$ cat src/rtl/uart_rb_pkg.sv
// ----------------------------------------------------------------------------
// uart_rb_pkg
// Shared types and constants for the buffered UART receive/transmit rings.
// ----------------------------------------------------------------------------
package uart_rb_pkg;

  localparam int BYTE_W = 8;

  typedef enum logic [1:0] {
    CMD_RECEIVE = 2'd0,
    CMD_READ    = 2'd1,
    CMD_WRITE   = 2'd2,
    CMD_TX_DONE = 2'd3
  } cmd_t;

  // request into the receive ring
  typedef struct packed {
    logic              push;
    logic              pop;
    logic [BYTE_W-1:0] data;
  } rx_req_t;

  // receive ring status
  typedef struct packed {
    logic              popped;
    logic              overflow;
    logic [BYTE_W-1:0] fill;
  } rx_stat_t;

  // request into the transmit ring
  typedef struct packed {
    logic              write;
    logic              done;
    logic              tre;
    logic [BYTE_W-1:0] data;
  } tx_req_t;

  // transmit ring status
  typedef struct packed {
    logic              accepted;
    logic              direct;
    logic              popped;
    logic [BYTE_W-1:0] fill;
  } tx_stat_t;

endpackage

$ cat src/rtl/uart_buffered_rx_tx_fifo.sv
// ----------------------------------------------------------------------------
// uart_buffered_rx_tx_fifo
// Buffered UART receive and transmit rings with a request/result interface.
// ----------------------------------------------------------------------------
// Each request (byte received, software read, software write or transmit
// complete) is taken and its result appears on the output register in the
// next cycle; a new request is accepted every cycle as long as the output
// side is not stalling a held result. The registered read port of the ring
// RAMs keeps pace with the output register and feeds read_data and queued
// send_byte directly. Fill counts and the overflow flag show the state
// after the request in the result. There is no clearing pass after reset.
module uart_buffered_rx_tx_fifo import uart_rb_pkg::*; #(
  parameter int RECEIVE_DEPTH  = 128,
  parameter int TRANSMIT_DEPTH = 128
) (
  input  logic              clk,
  input  logic              rst,
  input  logic              in_valid,
  output logic              in_stall,
  input  logic [1:0]        command,
  input  logic [BYTE_W-1:0] data_byte,
  input  logic              frame_error,
  input  logic              parity_fault,
  input  logic              overrun_error,
  input  logic              transmit_register_empty,
  output logic              out_valid,
  input  logic              out_stall,
  output logic [BYTE_W-1:0] read_data,
  output logic              read_valid,
  output logic [BYTE_W-1:0] send_byte,
  output logic              send_valid,
  output logic              write_accepted,
  output logic [BYTE_W-1:0] receive_fill,
  output logic [BYTE_W-1:0] transmit_fill,
  output logic              overflow_flag
);

  cmd_t              cmd;
  logic              advance;
  logic              out_valid_next;
  rx_req_t           rx_req;
  rx_stat_t          rx_stat;
  tx_req_t           tx_req;
  tx_stat_t          tx_stat;
  logic [BYTE_W-1:0] rx_rdata;
  logic [BYTE_W-1:0] tx_rdata;

  logic              read_hit;
  logic              send_hit;
  logic              send_queued;
  logic              write_ok;
  logic [BYTE_W-1:0] direct_byte;

  assign cmd      = cmd_t'(command);
  assign in_stall = out_valid && out_stall;
  assign advance  = in_valid && !in_stall;

  always_comb begin
    rx_req      = '0;
    tx_req      = '0;
    rx_req.data = data_byte;
    tx_req.data = data_byte;
    tx_req.tre  = transmit_register_empty;
    if (advance) begin
      unique case (cmd)
        CMD_RECEIVE: rx_req.push = !(frame_error || parity_fault || overrun_error);
        CMD_READ:    rx_req.pop  = 1'b1;
        CMD_WRITE:   tx_req.write = 1'b1;
        CMD_TX_DONE: tx_req.done = 1'b1;
        default:     rx_req.pop  = 1'b0;
      endcase
    end
  end

  uart_rb_rx_ring #(
    .DEPTH (RECEIVE_DEPTH)
  ) u_rx_ring (
    .clk   (clk),
    .rst   (rst),
    .req   (rx_req),
    .stat  (rx_stat),
    .rdata (rx_rdata)
  );

  uart_rb_tx_ring #(
    .DEPTH (TRANSMIT_DEPTH)
  ) u_tx_ring (
    .clk   (clk),
    .rst   (rst),
    .req   (tx_req),
    .stat  (tx_stat),
    .rdata (tx_rdata)
  );

  always_comb begin
    if (advance) begin
      out_valid_next = 1'b1;
    end else begin
      out_valid_next = out_valid && out_stall;
    end
  end

  always_ff @(posedge clk) begin
    if (rst) begin
      out_valid <= 1'b0;
    end else begin
      out_valid <= out_valid_next;
    end
  end

  always_ff @(posedge clk) begin
    if (advance) begin
      read_hit    <= rx_stat.popped;
      send_hit    <= tx_stat.direct || tx_stat.popped;
      send_queued <= tx_stat.popped;
      write_ok    <= tx_stat.accepted;
      direct_byte <= data_byte;
    end
  end

  // ring state only moves on an accepted request, so it matches the held result
  assign read_data      = read_hit ? rx_rdata : '0;
  assign read_valid     = read_hit;
  assign send_byte      = !send_hit ? '0 : (send_queued ? tx_rdata : direct_byte);
  assign send_valid     = send_hit;
  assign write_accepted = write_ok;
  assign receive_fill   = rx_stat.fill;
  assign transmit_fill  = tx_stat.fill;
  assign overflow_flag  = rx_stat.overflow;

endmodule

$ cat src/rtl/uart_rb_ram.sv
// ----------------------------------------------------------------------------
// uart_rb_ram
// Generic single-write, single-read RAM with registered read data.
// ----------------------------------------------------------------------------
module uart_rb_ram #(
  parameter int WIDTH = 8,
  parameter int DEPTH = 128
) (
  input  logic                     clk,
  input  logic                     we,
  input  logic [$clog2(DEPTH)-1:0] waddr,
  input  logic [WIDTH-1:0]         wdata,
  input  logic                     re,
  input  logic [$clog2(DEPTH)-1:0] raddr,
  output logic [WIDTH-1:0]         rdata
);

  logic [WIDTH-1:0] mem [DEPTH];

  always_ff @(posedge clk) begin
    if (we) begin
      mem[waddr] <= wdata;
    end
    // hold read data unless a read is requested
    if (re) begin
      rdata <= mem[raddr];
    end
  end

endmodule

$ cat src/rtl/uart_rb_rx_ring.sv
// ----------------------------------------------------------------------------
// uart_rb_rx_ring
// Receive ring: stores good bytes, pops on software read, wraps the count
// to zero on overflow and keeps a sticky overflow flag.
// ----------------------------------------------------------------------------
module uart_rb_rx_ring import uart_rb_pkg::*; #(
  parameter int DEPTH = 128
) (
  input  logic              clk,
  input  logic              rst,
  input  rx_req_t           req,
  output rx_stat_t          stat,
  output logic [BYTE_W-1:0] rdata
);

  localparam int AW = $clog2(DEPTH);
  localparam logic [AW-1:0]     LAST_PTR = AW'(DEPTH - 1);
  localparam logic [BYTE_W-1:0] LAST_CNT = BYTE_W'(DEPTH - 1);

  logic [AW-1:0]     wr_ptr, wr_ptr_next;
  logic [AW-1:0]     rd_ptr, rd_ptr_next;
  logic [BYTE_W-1:0] count, count_next;
  logic              overflow, overflow_next;
  logic              pop;

  assign pop = req.pop && (count != '0);

  always_comb begin
    wr_ptr_next   = wr_ptr;
    rd_ptr_next   = rd_ptr;
    count_next    = count;
    overflow_next = overflow;
    if (req.push) begin
      wr_ptr_next = (wr_ptr == LAST_PTR) ? '0 : wr_ptr + 1'b1;
      // drop the count to zero when a push fills the last free slot
      if (count == LAST_CNT) begin
        count_next    = '0;
        overflow_next = 1'b1;
      end else begin
        count_next = count + 1'b1;
      end
    end else if (pop) begin
      rd_ptr_next = (rd_ptr == LAST_PTR) ? '0 : rd_ptr + 1'b1;
      count_next  = count - 1'b1;
    end
  end

  always_ff @(posedge clk) begin
    if (rst) begin
      wr_ptr   <= '0;
      rd_ptr   <= '0;
      count    <= '0;
      overflow <= 1'b0;
    end else begin
      wr_ptr   <= wr_ptr_next;
      rd_ptr   <= rd_ptr_next;
      count    <= count_next;
      overflow <= overflow_next;
    end
  end

  uart_rb_ram #(
    .WIDTH (BYTE_W),
    .DEPTH (DEPTH)
  ) u_ram (
    .clk   (clk),
    .we    (req.push),
    .waddr (wr_ptr),
    .wdata (req.data),
    .re    (pop),
    .raddr (rd_ptr),
    .rdata (rdata)
  );

  always_comb begin
    stat.popped   = pop;
    stat.overflow = overflow;
    stat.fill     = count;
  end

endmodule

$ cat src/rtl/uart_rb_tx_ring.sv
// ----------------------------------------------------------------------------
// uart_rb_tx_ring
// Transmit ring: passes a write straight to the transmitter when possible,
// else queues it unless full, and hands queued bytes on at transmit complete.
// ----------------------------------------------------------------------------
module uart_rb_tx_ring import uart_rb_pkg::*; #(
  parameter int DEPTH = 128
) (
  input  logic              clk,
  input  logic              rst,
  input  tx_req_t           req,
  output tx_stat_t          stat,
  output logic [BYTE_W-1:0] rdata
);

  localparam int AW = $clog2(DEPTH);
  localparam logic [AW-1:0]     LAST_PTR = AW'(DEPTH - 1);
  localparam logic [BYTE_W-1:0] FULL_CNT = BYTE_W'(DEPTH);

  logic [AW-1:0]     wr_ptr, wr_ptr_next;
  logic [AW-1:0]     rd_ptr, rd_ptr_next;
  logic [BYTE_W-1:0] count, count_next;
  logic              accepted, direct, enqueue, pop;

  assign accepted = req.write && (count != FULL_CNT);
  // bypass the ring when it is empty and the data register is free
  assign direct   = accepted && (count == '0) && req.tre;
  assign enqueue  = accepted && !direct;
  assign pop      = req.done && (count != '0);

  always_comb begin
    wr_ptr_next = wr_ptr;
    rd_ptr_next = rd_ptr;
    count_next  = count;
    if (enqueue) begin
      wr_ptr_next = (wr_ptr == LAST_PTR) ? '0 : wr_ptr + 1'b1;
      count_next  = count + 1'b1;
    end else if (pop) begin
      rd_ptr_next = (rd_ptr == LAST_PTR) ? '0 : rd_ptr + 1'b1;
      count_next  = count - 1'b1;
    end
  end

  always_ff @(posedge clk) begin
    if (rst) begin
      wr_ptr <= '0;
      rd_ptr <= '0;
      count  <= '0;
    end else begin
      wr_ptr <= wr_ptr_next;
      rd_ptr <= rd_ptr_next;
      count  <= count_next;
    end
  end

  uart_rb_ram #(
    .WIDTH (BYTE_W),
    .DEPTH (DEPTH)
  ) u_ram (
    .clk   (clk),
    .we    (enqueue),
    .waddr (wr_ptr),
    .wdata (req.data),
    .re    (pop),
    .raddr (rd_ptr),
    .rdata (rdata)
  );

  always_comb begin
    stat.accepted = accepted;
    stat.direct   = direct;
    stat.popped   = pop;
    stat.fill     = count;
  end

endmodule

$ cat config.mk
export PLATFORM = sky130hd
export DESIGN_NAME = uart_buffered_rx_tx_fifo
export DESIGN_NICKNAME = d
export VERILOG_FILES = /design/src/rtl/uart_rb_pkg.sv /design/src/rtl/uart_buffered_rx_tx_fifo.sv /design/src/rtl/uart_rb_ram.sv /design/src/rtl/uart_rb_rx_ring.sv /design/src/rtl/uart_rb_tx_ring.sv
export SDC_FILE = /design/constraint.sdc
export NUM_CORES = 2
export LEC_CHECK = 0
export BUFFER_PORTS_ARGS = -buffer_cell sky130_fd_sc_hd__buf_4
export CELL_PAD_IN_SITES_DETAIL_PLACEMENT = 2
export CELL_PAD_IN_SITES_GLOBAL_PLACEMENT = 2
export CORE_MARGIN = 2
export CORE_UTILIZATION = 55
export DETAILED_ROUTE_END_ITERATION = 8
export HOLD_SLACK_MARGIN = 0.02
export PLACE_DENSITY_LB_ADDON = 0.08
export REMOVE_ABC_BUFFERS = 1
export SETUP_SLACK_MARGIN = 0.15
export SLEW_MARGIN = 20
export SYNTH_ARGS = -nofsm -noshare
export SYNTH_HDL_FRONTEND = slang
export SYNTH_HIERARCHICAL = 1
export SYNTH_SLANG_ARGS = --single-unit
export TNS_END_PERCENT = 30
$ cat constraint.sdc
create_clock -name clk -period 10.2 [get_ports clk]
set_input_delay 2.04 -clock clk [delete_from_list [all_inputs] [get_ports clk]]
set_output_delay 2.04 -clock clk [all_outputs]
set_load 0.005 [all_outputs]
==> qor.txt, run 1 <==
Seq/Total Area, Yosys - 76.4%
GPL Wtd Cong - 0.834
Port Buffers - 55
Async S/R FF share, synth - 0%
count leader, synth - edfxtp_1
Yosys reg bits - 2122
syn avg cell area - 22.8 um^2
synthesized cell area - 82800 um^2
Yosys top cell by area - edfxtp_1
DIE HEIGHT - 392 um
Initial Util - 55.3%
Die Span X - 392 um
EDFF count, synth - 2076
synth warn - 6
hpwl dp - 160000 um
ranking of synthesized cells by area - edfxtp_1 (75%), mux4_2 (18%), nor2_1 (1.3%)
Top FF cell, synth - edfxtp_1
stop err - [ERROR DPL-0033] detailed placement checks failed during check placement.
Core Rows - 142
most frequent cells after synthesis - edfxtp_1 (2076), mux4_2 (672), nor2_1 (279)
# IOs - 56
stage where the run ended - detailed placement
top cell type's share of synthesized area - 75.3%
Post-Synthesis Cells - 3631
run status - did not finish
Yosys cell types - 68
## per-stage QoR
step | setup slack (ps) | TNS, ps | cells | cell area (um^2)
global placement | 4570 | 0 | 5552 | 85400
floorplan | -2410 | -60290 | 3432 | 81900
## logic make-up after synthesis
group                    share of synthesized area (%)
AO/OA/AOI/OAI                                    0.533
multiplexers                                      18.7
adder cells (fa/ha/maj)                          0.236
flip-flops                                        76.4
buffers and inverters                             1.19
AND/OR/NAND/NOR                                   2.76
XOR/XNOR                                         0.201
==> run 2: changes to the inputs <==
--- a/config.mk
+++ b/config.mk
@@ -6,15 +6,11 @@
 export NUM_CORES = 2
 export LEC_CHECK = 0
 export BUFFER_PORTS_ARGS = -buffer_cell sky130_fd_sc_hd__buf_4
-export CELL_PAD_IN_SITES_DETAIL_PLACEMENT = 2
-export CELL_PAD_IN_SITES_GLOBAL_PLACEMENT = 2
 export CORE_MARGIN = 2
-export CORE_UTILIZATION = 55
+export CORE_UTILIZATION = 40
 export DETAILED_ROUTE_END_ITERATION = 8
-export HOLD_SLACK_MARGIN = 0.02
-export PLACE_DENSITY_LB_ADDON = 0.08
+export PLACE_DENSITY_LB_ADDON = 0.15
 export REMOVE_ABC_BUFFERS = 1
-export SETUP_SLACK_MARGIN = 0.15
 export SLEW_MARGIN = 20
 export SYNTH_ARGS = -nofsm -noshare
 export SYNTH_HDL_FRONTEND = slang
==> run 2 against run 1 <==
Synthesized cell count is the same. Synthesized area is the same. The flow now finishes without violations.
==> qor.txt, run 2 <==
maximum VDD drop - 157 uV
P&R area growth vs syn - 13.1%
ranking of synthesized cells by area - edfxtp_1 (75%), mux4_2 (18%), nor2_1 (1.3%) (unchanged)
count leader, synth - edfxtp_1 (unchanged)
worst slew pin tran - 1130 ps
NumNets Final - 3800
EDFF count, synth - 2076 (unchanged)
Seq/Total Area, Yosys - 76.4% (unchanged)
share of layout cells above drive strength 1 - 29.7%
# IOs - 56 (unchanged)
final hold viol count - 0
top cell type's share of synthesized area - 75.3% (unchanged)
Yosys top cell by area - edfxtp_1 (unchanged)
CTS Hold Bufs - 0
Crit Path Max Fanout - 15
Port Buffers - 55 (unchanged)
worst path arrival time - 5510 ps
commonest non-fill, non-tap cell in the layout - edfxtp_1
Reg2Reg Setup Slack - 5480 ps
Worst-Skew Late Latency - 840 ps
min Tclk post-route - 5060 ps
DP Area - 86400 um^2
DRC - 0
Setup CP Type - in -> reg
deepest clock path buffer count - 3
Clk pwr share - 43.7%
H-tree Lvls - 4
Max-cap violations - 0
CTS tree - built
Relative slew margins - 24.1%
die footprint - 211000 um^2
# resized after CTS - 0
Pwr Density - 195 nW/um^2
Top Registers - u_rx_ring/u_ram/mem (1024), u_tx_ring/u_ram/mem (1024)
Async S/R FF share, synth - 0% (unchanged)
Crit. End Element - flip-flop
first-pass GRT wire length - 298000 um
# setup viols final - 0
Initial Util - 40.1% (was 55.3%)
gr ovfl total - 0
run status - finished, final reports clean (was did not finish)
DIE HEIGHT - 459 um (was 392 um)
synth warn - 6 (unchanged)
Util after Layout - 45.4%
synthesized cell area - 82800 um^2 (unchanged)
Int Pwr - 14.6 mW
fmax - 198 MHz
Yosys cell types - 68 (unchanged)
core area - 206000 um^2
postcts setup bufs - 0
total track usage - 19.7%
sw power - 3.74 mW
vias in the first global route - 38700
Core Rows - 167 (was 142)
syn avg cell area - 22.8 um^2 (unchanged)
Comb pwr share - 3.8%
total power draw - 18.3 mW
Flop pwr share - 52.4%
pin count of the biggest net entering global routing - 161
crit path launch type - input port
Final Max Slew Viols - 0
Clock Pin Slew Worst Setup and Hold Paths - 60 ps
initial antenna violation count - 1
most frequent cells in the layout - edfxtp_1 (2076), mux4_2 (672), nor2_1 (279)
Sink Count - 2122
Total Routed Length - 206000 um
Avg Vias per Cell - 5.70
GPL Wtd Cong - 0.778 (was 0.834)
Sw Ratio - 20.5%
DR iter-0 viols - 3417
WP data required - 10650 ps
LEAKAGE - 27.5 nW
hpwl dp - 124000 um (was 160000 um)
Die Span X - 459 um (was 392 um)
final instance area - 93700 um^2
Yosys reg bits - 2122 (unchanged)
drt wl/cell - 31.0 um
period utilisation layout - 49.6%
HP Class - reg -> reg
most frequent cells after synthesis - edfxtp_1 (2076), mux4_2 (672), nor2_1 (279) (unchanged)
Final ANT Viol Nets - 0
RSZ-0062 raised after global routing - no
routed vias - 37900
Top FF cell, synth - edfxtp_1 (unchanged)
Post-Synthesis Cells - 3631 (unchanged)
CTS root buf - clkbuf_16
Num CTS Buffers - 213
clock skew - 30.4 ps
DR pass1 iterations - 5
-- run 2: cell counts after synthesis --
No cell type changed its count.
-- run 2: layout make-up --
type	count	area, um^2
Clock buffer	270	5710
Inverter	9	36.3
Clock inverter	131	1490
Sequential cell	2122	63300
Fill cell	17200	113000
Tap cell	2704	3380
Multi-Input combinational cell	1301	18700
Timing Repair Buffer	120	1060
Antenna cell	1	2.50
-- run 2: critical path: stages --
cell and delay [ps]:
buf_4 110, a21bo_2 230, nor3b_1 530, o31ai_4 130, buf_4 240, inv_4 190
nor2b_1 340, nand3_2 760, nor2_1 880
-- run 2: metrics by stage --
stage / setup slack (ps) / hold slack (ps) / TNS, ps / std cells
5_1_grt: 4990 / 592 / 0 / 6657
3_3_place_gp: 4380 / 541 / 0 / 6255
2_1_floorplan: -2410 / 460 / -60290 / 3432
3_5_place_dp: 4290 / 534 / 0 / 6255
6_report: 5140 / 545 / 0 / 6658
4_1_cts: 5200 / 549 / 0 / 6656
-- run 2: layer usage --
| layer | global-route usage [%] | vias to the layer above | routed length [um] |
|---|---|---|---|
| li1 | - | 15700 | - |
| met2 | 32.1 | 1125 | 102000 |
| met1 | 28.4 | 20900 | 90900 |
| met4 | 3.83 | 2 | 3260 |
| met5 | 0 | - | 8 |
| met3 | 3.02 | 223 | 10200 |
-- run 2: power by group through the flow --
stage	combinational [mW]	clock, mW	sequential, mW
finish	0.705	8.00	9.60
global route	0.762	8.52	9.60
CTS	0.729	8.19	9.60
detailed placement	0.729	0	9.79
global placement	0.727	0	9.79
floorplan	0.405	0	9.84
-- run 2: cells by family after synthesis --
logic type | after synthesis | share of synthesized area, %
flops | 2122 | 76.4
mux | 706 | 18.7
simple gates | 495 | 2.76
buf+inv | 208 | 1.19
compound gates | 66 | 0.533
xor+xnor | 19 | 0.201
fa+ha+maj | 15 | 0.236
-- run 2: path summary, 6_finish.rpt --
path / cells after the start / from / to
max: 9 / out_stall / u_tx_ring/u_ram/mem[70][6]
min: 2 / out_valid / out_valid
max reg2reg: 6 / u_rx_ring/rd_ptr[0] / u_rx_ring/u_ram/rdata[2]
min reg2reg: 2 / out_valid / out_valid
(Power assumes the default switching activity.)
